**src/hw/rtl/lru_pkg.sv**
```systemverilog
// Shared types, constants and helpers for the LRU page frame store.
package lru_pkg;

  localparam int FRAME_SLOTS = 32;
  localparam int PAGE_W      = 16;
  localparam int FRAME_W     = $clog2(FRAME_SLOTS);
  localparam int RANK_W      = $clog2(FRAME_SLOTS);
  localparam int CNT_W       = 32;
  localparam int FIU_W       = 6;

  localparam logic [FIU_W-1:0] FIU_RESET = FIU_W'(4);

  typedef logic [FRAME_SLOTS-1:0] frame_vec_t;

  typedef struct packed {
    logic [PAGE_W-1:0] page;
    logic              new_run;
  } lru_req_t;

  typedef struct packed {
    logic               hit;
    logic [FRAME_W-1:0] frame;
    logic               evicted;
    logic [PAGE_W-1:0]  evicted_page;
    logic [CNT_W-1:0]   fault_total;
    logic [CNT_W-1:0]   hit_total;
  } lru_res_t;

  // Controller to datapath commands
  typedef struct packed {
    logic take;    // latch request, clear run state if new_run is set
    logic search;  // register match, empty and oldest vectors
    logic commit;  // update frame state and load the result register
  } lru_cmd_t;

  // Index of the lowest set bit, zero when none is set.
  function automatic logic [FRAME_W-1:0] lowest_set(input frame_vec_t v);
    logic [FRAME_W-1:0] idx;
    idx = '0;
    for (int j = FRAME_SLOTS - 1; j >= 0; j--) begin
      if (v[j]) begin
        idx = FRAME_W'(j);
      end
    end
    return idx;
  endfunction

endpackage

```
**src/hw/rtl/lru_ctrl.sv**
```systemverilog
// Sequencing of one request through search and update, plus result valid.
module lru_ctrl
  import lru_pkg::*;
(
  input  logic     clk,
  input  logic     rst,
  input  logic     in_valid,
  output logic     in_ready,
  output logic     out_valid,
  input  logic     out_ready,
  output lru_cmd_t cmd
);

  localparam logic [1:0] S_IDLE   = 2'd0;
  localparam logic [1:0] S_SEARCH = 2'd1;
  localparam logic [1:0] S_UPDATE = 2'd2;

  logic [1:0] state;
  logic [1:0] state_next;
  logic       out_valid_next;
  logic       can_commit;
  logic       accept;

  assign can_commit = !out_valid || out_ready;
  assign in_ready   = (state == S_IDLE) || ((state == S_UPDATE) && can_commit);
  assign accept     = in_valid && in_ready;

  assign cmd.take   = accept;
  assign cmd.search = (state == S_SEARCH);
  assign cmd.commit = (state == S_UPDATE) && can_commit;

  always_comb begin
    state_next = state;
    unique case (state)
      S_IDLE: begin
        if (accept) state_next = S_SEARCH;
      end
      S_SEARCH: begin
        state_next = S_UPDATE;
      end
      S_UPDATE: begin
        // hold while the previous result is still waiting
        if (can_commit) state_next = accept ? S_SEARCH : S_IDLE;
      end
      default: begin
        state_next = S_IDLE;
      end
    endcase
  end

  always_comb begin
    if (cmd.commit) begin
      out_valid_next = 1'b1;
    end else if (out_ready) begin
      out_valid_next = 1'b0;
    end else begin
      out_valid_next = out_valid;
    end
  end

  always_ff @(posedge clk) begin
    if (rst) begin
      state     <= S_IDLE;
      out_valid <= 1'b0;
    end else begin
      state     <= state_next;
      out_valid <= out_valid_next;
    end
  end

endmodule

```
**src/hw/rtl/lru_dpath.sv**
```systemverilog
// Frame tags, recency ranks, counters, frame count register and result register.
module lru_dpath
  import lru_pkg::*;
(
  input  logic             clk,
  input  logic             rst,
  input  lru_cmd_t         cmd,
  input  lru_req_t         in_req,
  input  logic             cfg_we,
  input  logic [FIU_W-1:0] cfg_data,
  output lru_res_t         out_res
);

  logic [PAGE_W-1:0] page [FRAME_SLOTS];
  logic [RANK_W-1:0] rank [FRAME_SLOTS];
  frame_vec_t        valid;
  logic [CNT_W-1:0]  fault_count;
  logic [CNT_W-1:0]  hit_count;
  logic [FIU_W-1:0]  frames_in_use;
  logic [PAGE_W-1:0] req_page;

  // search stage registers
  frame_vec_t match_vec;
  frame_vec_t empty_vec;
  frame_vec_t oldest_vec;

  logic [FIU_W-1:0]   active;
  frame_vec_t         active_mask;
  frame_vec_t         match_comb;
  frame_vec_t         cand;
  frame_vec_t         hi;

  logic               hit;
  logic               has_empty;
  logic               evict;
  logic               age_all;
  logic [FRAME_W-1:0] f;
  logic [RANK_W-1:0]  old_rank;
  logic [CNT_W-1:0]   fault_next;
  logic [CNT_W-1:0]   hit_next;

  always_comb begin
    if (frames_in_use == '0) begin
      active = FIU_W'(1);
    end else if (frames_in_use > FIU_W'(FRAME_SLOTS)) begin
      active = FIU_W'(FRAME_SLOTS);
    end else begin
      active = frames_in_use;
    end
    for (int j = 0; j < FRAME_SLOTS; j++) begin
      active_mask[j] = FIU_W'(j) < active;
      match_comb[j]  = active_mask[j] && valid[j] && (page[j] == req_page);
    end
  end

  // Narrow to the active frames with the largest rank, one rank bit a step.
  always_comb begin
    cand = active_mask;
    hi   = '0;
    for (int b = RANK_W - 1; b >= 0; b--) begin
      for (int j = 0; j < FRAME_SLOTS; j++) begin
        hi[j] = cand[j] & rank[j][b];
      end
      if (|hi) cand = hi;
    end
  end

  always_comb begin
    hit       = |match_vec;
    has_empty = |empty_vec;
    evict     = !hit && !has_empty;
    age_all   = !hit && has_empty;
    priority if (hit) begin
      f = lowest_set(match_vec);
    end else if (has_empty) begin
      f = lowest_set(empty_vec);
    end else begin
      f = lowest_set(oldest_vec);
    end
    old_rank   = rank[f];
    fault_next = fault_count;
    hit_next   = hit_count;
    if (hit) begin
      if (hit_count != '1) hit_next = hit_count + CNT_W'(1);
    end else begin
      if (fault_count != '1) fault_next = fault_count + CNT_W'(1);
    end
  end

  always_ff @(posedge clk) begin
    if (rst) begin
      frames_in_use <= FIU_RESET;
    end else if (cfg_we) begin
      frames_in_use <= cfg_data;
    end
    if (cmd.take) req_page <= in_req.page;
    if (cmd.search) begin
      match_vec  <= match_comb;
      empty_vec  <= active_mask & ~valid;
      oldest_vec <= cand;
    end
    if (cmd.commit) begin
      if (!hit) page[f] <= req_page;
      out_res.hit          <= hit;
      out_res.frame        <= f;
      out_res.evicted      <= evict;
      out_res.evicted_page <= evict ? page[f] : '0;
      out_res.fault_total  <= fault_next;
      out_res.hit_total    <= hit_next;
    end
    // a new run empties the store before its own reference is searched
    if (rst || (cmd.take && in_req.new_run)) begin
      valid       <= '0;
      fault_count <= '0;
      hit_count   <= '0;
      for (int j = 0; j < FRAME_SLOTS; j++) begin
        rank[j] <= '0;
      end
    end else if (cmd.commit) begin
      for (int j = 0; j < FRAME_SLOTS; j++) begin
        if (FRAME_W'(j) == f) begin
          rank[j] <= '0;
        end else if (valid[j] && (age_all || (rank[j] < old_rank))) begin
          rank[j] <= rank[j] + RANK_W'(1);
        end
      end
      if (!hit) valid[f] <= 1'b1;
      fault_count <= fault_next;
      hit_count   <= hit_next;
    end
  end

endmodule

```
**src/hw/rtl/lru_page_replacement.sv**
```systemverilog
// Top level of the fully associative LRU page frame store.
//
//   channel  | handshake             | payload
//   ---------+-----------------------+-------------------------------------
//   request  | in_valid / in_ready   | in_req  (page, new_run)
//   result   | out_valid / out_ready | out_res (hit, frame, evicted, ...)
//   config   | cfg_we                | cfg_data (frames_in_use)
//
// Each request passes through a search state (tag compare, empty scan,
// oldest-rank scan) and an update state (rank aging, fill, counters).
// No new request is accepted while the previous one is in its search state.
// A result not taken stalls the update state; the next request is still
// accepted in the cycle that its predecessor commits.
// Reset is synchronous; the frame store needs no clearing pass.
module lru_page_replacement
  import lru_pkg::*;
(
  input  logic             clk,
  input  logic             rst,
  input  logic             in_valid,
  output logic             in_ready,
  input  lru_req_t         in_req,
  output logic             out_valid,
  input  logic             out_ready,
  output lru_res_t         out_res,
  input  logic             cfg_we,
  input  logic [FIU_W-1:0] cfg_data
);

  lru_cmd_t cmd;

  lru_ctrl u_ctrl (
    .clk       (clk),
    .rst       (rst),
    .in_valid  (in_valid),
    .in_ready  (in_ready),
    .out_valid (out_valid),
    .out_ready (out_ready),
    .cmd       (cmd)
  );

  lru_dpath u_dpath (
    .clk      (clk),
    .rst      (rst),
    .cmd      (cmd),
    .in_req   (in_req),
    .cfg_we   (cfg_we),
    .cfg_data (cfg_data),
    .out_res  (out_res)
  );

  a_commit_room: assert property (@(posedge clk) disable iff (rst)
    cmd.commit |-> (!out_valid || out_ready))
    else $error("commit while a result is still held");

  a_take_then_search: assert property (@(posedge clk) disable iff (rst)
    cmd.take |=> cmd.search)
    else $error("accepted request not searched next cycle");

  a_search_single: assert property (@(posedge clk) disable iff (rst)
    cmd.search |-> !cmd.take && !cmd.commit)
    else $error("search overlaps take or commit");

  a_evict_is_miss: assert property (@(posedge clk) disable iff (rst)
    out_valid && out_res.evicted |-> !out_res.hit)
    else $error("eviction reported on a hit");

endmodule
```
**config.mk**
```make
export PLATFORM = sky130hd
export DESIGN_NAME = lru_page_replacement
export DESIGN_NICKNAME = d
export VERILOG_FILES = /design/src/hw/rtl/lru_pkg.sv /design/src/hw/rtl/lru_ctrl.sv /design/src/hw/rtl/lru_dpath.sv /design/src/hw/rtl/lru_page_replacement.sv
export SDC_FILE = /design/constraint.sdc
export NUM_CORES = 2
export LEC_CHECK = 0
export BUFFER_PORTS_ARGS = -buffer_cell sky130_fd_sc_hd__buf_2
export CAP_MARGIN = 20
export CORE_UTILIZATION = 50
export CTS_CLUSTER_SIZE = 30
export DETAILED_ROUTE_END_ITERATION = 10
export GPL_TIMING_DRIVEN = 1
export PLACE_DENSITY_LB_ADDON = 0.15
export SETUP_SLACK_MARGIN = 0.1
export SLEW_MARGIN = 20
export SYNTH_ARGS = -nofsm -noshare
export SYNTH_HDL_FRONTEND = slang
export SYNTH_SLANG_ARGS = --single-unit
```
**constraint.sdc**
```tcl
create_clock -name clk -period 10.5 [get_ports clk]
set_clock_uncertainty 0.05 [all_clocks]
set_input_delay 0.525 -clock clk [delete_from_list [all_inputs] [get_ports clk]]
set_output_delay 0.525 -clock clk [all_outputs]
set_load 0.03 [all_outputs]
```
Word-level counts from Yosys, hierarchy flattened:

Memories as Yosys holds them, arrays and structs flattened. A register that Yosys moved wholly into a read port is not among the register bits.
Cells that the tools add are included.

* memories kept: 2
* flip-flop bits (word level): 288
* bits in writable memories: 672
* output and inout port bits: 89

* bitwise operators: 228
* add/sub/neg operators: 34
* reductions and logical operators: 154
* order comparisons: 67
* eq/ne operators: 69
* muxes and demuxes: 474

Memory list
* u_dpath.page: words 32, bits a word 16, read ports 33, clocked after Yosys merged registers in 1, write ports 1, RTL line lru_dpath.sv:14 `logic [PAGE_W-1:0] page [FRAME_SLOTS];`
* u_dpath.rank: words 32, bits a word 5, read ports 33, clocked after Yosys merged registers in 0, write ports 32, RTL line lru_dpath.sv:15 `logic [RANK_W-1:0] rank [FRAME_SLOTS];`

Operators by type and width (number)
* $mux 5: 162
* $eq 16x16->1: 32
* $mux 1: 297
* $mux 32: 9
* $reduce_or 32->1: 7
* $add 5x1->5 const B: 32
* $and 1x1->1: 160
* $lt 5x5->1: 32
* $logic_and 1x1->1: 102
* $lt 5x6->1 const A: 16
* $eq 5x5->1 const A: 16
* $add 32x1->32 const B: 2
* $ne 32x32->1 const B: 2
* $or 1x1->1: 64
* $lt 4x6->1 const A: 8
* $eq 4x5->1 const A: 8
* $logic_or 1x1->1: 35
* $and 32x32->32: 1
* $not 32->32: 1
* $or 32x32->32: 1
* $lt 3x6->1 const A: 4
* $eq 3x5->1 const A: 4
* $lt 1x6->1 const A: 2
* $lt 2x6->1 const A: 2
* 19 further kinds: 27

Logic depth before layout (Yosys ltp):

An unclocked memory read counts as a cell.

* depth in word-level cells: 44
* mapped depth: 29

Cells and area by module:

From an unflattened synthesis, not the netlist that was laid out.

* cells, all modules: 4966
* area total of the unflattened synthesis: 54880.1 µm²

By module, submodules not included
* lru_dpath: cells an instance 4949, instances 1, seq. area each 28197.0 µm², area each 54708.7 µm²
* lru_ctrl: cells an instance 17, instances 1, seq. area each 60.1 µm², area each 171.4 µm²

Worst setup path after synthesis:

No wires, ideal clock.

* path type: reg-to-reg
* start: reg u_dpath.empty_vec[17]
* end: mem u_dpath.rank[27][0] (netlist name) (enable)
* path buffers: 4
* library setup time: 0.376 ns
* data arrival time: 6.970 ns
* data required time: 10.074 ns
* clock period less this slack: 7.396 ns
* cell stages (with the launch flop): 28
* path slack: 3.104 ns
* cell sequence: edfxtp_1 nor4_1 nand2_1 or3b_2 nor2_1 nor2_2 o211ai_1 o221a_2 o311ai_0 a211oi_1 nand2_1 inv_1 clkbuf_1 clkbuf_1 clkbuf_1 clkbuf_1 o211ai_1 o311ai_0 a311oi_1 a21oi_1 ha_1 a21o_1 a21o_1 nor3_1 a31oi_1 o31ai_1 nor2_1 o31ai_1

RTL lines
* from (decl): RTL line lru_dpath.sv:24 `frame_vec_t empty_vec;`
* from (signal assigned): RTL line lru_dpath.sv:99 `empty_vec <= active_mask & ~valid;`
* to (decl): RTL line lru_dpath.sv:15

==> flow_summary.toml <==
[pwr]
power.leakage_uw = 0.0226
p_sw_uw = 2760
pwr-share-clk_pct = 41.0
powerDensity_nw_per_um2 = 154
power_switching_share_pct = 28.1
irDropWorstVdd_mv = 0.150
p_comb_share_pct = 14.0
intPower_uw = 7050
power_frac_seq_pct = 45.0

[synthesis]
synth_area_leaders = "edfxtp_1 (46%), xnor2_1 (7.2%), nand2_1 (5.3%)"
synth_cell_types = 101
synth_seq_cells = 976
synth_warnings = 0
synthArstFlopShare_pct = 0
yosysSeqAreaShare_pct = 49.5
syn_area_per_cell_um2 = 9.93
synth_top_area_cell = "edfxtp_1"
syn_nets = 5938
synth-edff-count = 871
syn_inst = 5748
synth_ff_type = "edfxtp_1"
netlist_area_um2 = 57100
synth_top_area_share_pct = 45.8

[clocking]
holdBufCountCts = 22
cts_root_buffer = "clkbuf_16"
post_cts_resized = 0
cts.sinks = 976
cts_buffers = 106
htree_num_levels = 3
clkTransAtPathRegs_ns = 0.06
postCtsSetupRepairBufs = 0
cts_tree = "done"
clockBufferDepth = 3
clkLatencyLatePin_ns = 0.73

[drt]
vias_per_cell = 6.68
routedWlPerCell_um = 32.3
drc = 0
via_count = 49400
drt_iter0_drc = 7085
wirelength_mm = 239
antenna_left = 0
drt-pass1-iter-count = 6

[floorplanning]
start_util_pct = 50.6
die_w_um = 340
rows = 123
die_area_um2 = 116000
die_h_um = 340
core-area_um2 = 113000
io_pins = 117

[finish]
final_cell_area_um2 = 63600
stdcell_count = 7402
fin_nets = 5996
area_growth_pct = 11.5
drive_above_1_share_pct = 9.64

[grt]
use_met1_pct = 53.8
grt_pass1_wl_mm = 337
grt-busiest-layer = "met2"
antenna_found_initial = 9
grt_pass1_vias = 46100
track_usage_pct = 40.4
grt_remaining_overflow = 0
grtUsageMet3_pct = 8.93
use_met2_pct = 60.4
grt_max_degree = 134

[sta]
hold_violations = 0
tns_ns = 0
tightestPinTransition_ns = 1.26
fin_crit_sh_pct = 83.3
rsz0062_at_grt = "false"
layout_min_cycle_time_ns = 8.74
slew_violations = 0
slew_headroom_pct = 15.2
setup_viol_count_final = 0
max_freq_mhz = 114

[place]
dp_hpwl_mm = 168
dp_cells = 7176
port_buffers = 116
gp_congestion = 1.03
postPlaceCellArea_um2 = 59700

[critical_path]
path_class = "flop to flop"
crit_path_start_kind = "flop"
endpoint_kind = "flop"
required_ns = 10.78
cp_max_fo = 86
worstPathArrival_ns = 9.02

[run_status]
status = "finished clean"

[min_path]
hold_path_class = "input port to flop"

[job]
drv_cap = 0
==> synthesized netlist by cell type, types with 10 or more instances <==
cell type	count
a311o_1	24
nor2b_1	24
a2111oi_0	14
o221ai_1	30
a21o_1	45
or3_1	41
dfxtp_1	105
buf_6	11
mux2i_1	23
xnor2_1	469
o31ai_1	27
nand2_1	801
a22oi_1	21
a31oi_1	50
and2_1	15
a32oi_1	22
o21a_1	62
o21ai_0	120
nand2b_1	12
nor2_1	487
edfxtp_1	871
o21bai_1	10
a211o_1	21
nor3_1	52
nor4_1	95
a221oi_1	10
xor2_1	235
o22ai_1	18
clkbuf_1	284
a311oi_1	79
ha_1	162
and3_1	85
buf_2	17
nand4_1	165
o211ai_1	70
and4_1	11
o21ai_1	10
o2111ai_1	31
inv_1	141
nand3_1	477
a21oi_1	197
a211oi_1	43
buf_1	73
==> registers in the layout, indices dropped and copies added (netlist names), 2 cells and up <==
name                   cells
u_ctrl.state               2
u_dpath.empty_vec         32
u_dpath.fault_count       32
u_dpath.frames_in_use      6
u_dpath.hit_count         32
u_dpath.match_vec         32
u_dpath.oldest_vec        32
u_dpath.out_res           87
u_dpath.page             512
u_dpath.rank             160
u_dpath.req_page          16
u_dpath.valid             32
==> cells in the final DEF, fill, tap and decap left out, types with 30 or more instances in the layout <==
| master | count |
|---|---|
| a211oi_1 | 43 |
| buf_2 | 116 |
| nor2_1 | 485 |
| and3_1 | 85 |
| nor4_1 | 95 |
| a311oi_1 | 79 |
| dfxtp_1 | 104 |
| nand2_1 | 799 |
| xnor2_1 | 469 |
| nand4_1 | 165 |
| o2111ai_1 | 31 |
| o21a_1 | 62 |
| o221ai_1 | 30 |
| edfxtp_1 | 871 |
| ha_1 | 162 |
| a21oi_1 | 192 |
| o211ai_1 | 70 |
| o21ai_0 | 118 |
| or3_1 | 41 |
| buf_4 | 201 |
| a21o_1 | 44 |
| clkbuf_16 | 107 |
| a31oi_1 | 50 |
| nand3_1 | 477 |
| nor3_1 | 52 |
| inv_1 | 138 |
| xor2_1 | 235 |
==> power by group through the flow <==
stage	registers (uW)	clock network, uW	logic, uW
CTS	4410	4060	1330
detailed placement	4490	0	1320
floorplan	4440	0	811
finish	4420	4020	1370
global placement	4490	0	1310
global route	4410	4180	1430
==> path summary, 6_finish.rpt <==
kind	slack [ns]	startpoint	depth (start not counted)	to
setup / recovery	1.76	u_dpath.match_vec[4]$_DFFE_PN_	22	u_dpath.rank[0][1]$_SDFFCE_PN0P_
hold / removal	0.07	rst	2	u_dpath.frames_in_use[4]$_SDFFE_PP0P_
setup reg to reg	1.76	u_dpath.match_vec[4]$_DFFE_PN_	22	u_dpath.rank[0][1]$_SDFFCE_PN0P_
hold reg to reg	0.43	u_dpath.valid[0]$_SDFFE_PN0P_	2	u_dpath.valid[0]$_SDFFE_PN0P_
==> layer usage <==
metal	vias to the layer above	wire length, um	share of wire [%]
met2	3365	103000	43
met5	-	51	0.021
li1	21300	-	-
met3	763	26300	11
met1	24000	92900	39
met4	8	16600	7.0
==> per-stage QoR <==
| step | total power (uW) | utilization (%) | setup slack, ns | hold slack (ns) |
|---|---|---|---|---|
| finish | 9810 | 56.4 | 1.76 | 0.0709 |
| global route | 10000 | 56.4 | 1.43 | 0.0766 |
| CTS | 9790 | 56.4 | 2.08 | 0.0309 |
| detailed placement | 5800 | 52.9 | 2.10 | 0.429 |
| global placement | 5800 | 52.9 | 2.26 | 0.399 |
| floorplan | 5250 | - | 3.10 | 0.390 |
==> worst max-delay path: stages, from the launching register on <==
cell      delay [ns]
edfxtp_1        0.42
nor4_1          0.60
nand2_1         0.21
nor4_4          0.27
buf_4           0.22
inv_2           0.14
o211ai_1        0.16
o221a_2         0.24
o311ai_0        0.31
a211oi_1        0.61
nand2_4         0.46
inv_6           0.75
nand2_1         0.73
o211ai_1        0.38
a311oi_1        0.18
a21oi_4         0.56
buf_12          0.27
ha_1            0.29
a21o_1          0.16
a211o_1         0.29
a211oi_1        0.26
o221ai_1        0.29
o311ai_0        0.41
==> cell type report <==
class,count,area (um^2)
Multi-Input combinational cell,4233,26800
Fill cell,9889,49200
Clock inverter,66,890
Antenna cell,8,20.0
Clock buffer,130,2810
Timing Repair Buffer,344,2410
Inverter,145,562
Sequential cell,976,28300
Tap cell,1500,1880
==> kinds of logic after synthesis <==
| logic type | Yosys count | share of synthesized area [%] |
|---|---|---|
| AO/OA/AOI/OAI | 1020 | 12.9 |
| XOR/XNOR | 704 | 10.8 |
| adder cells (fa/ha/maj) | 164 | 3.59 |
| buffers and inverters | 539 | 3.79 |
| flip-flops | 976 | 49.5 |
| multiplexers | 30 | 0.601 |
| AND/OR/NAND/NOR | 2315 | 18.8 |
(Power assumes the default switching activity.)
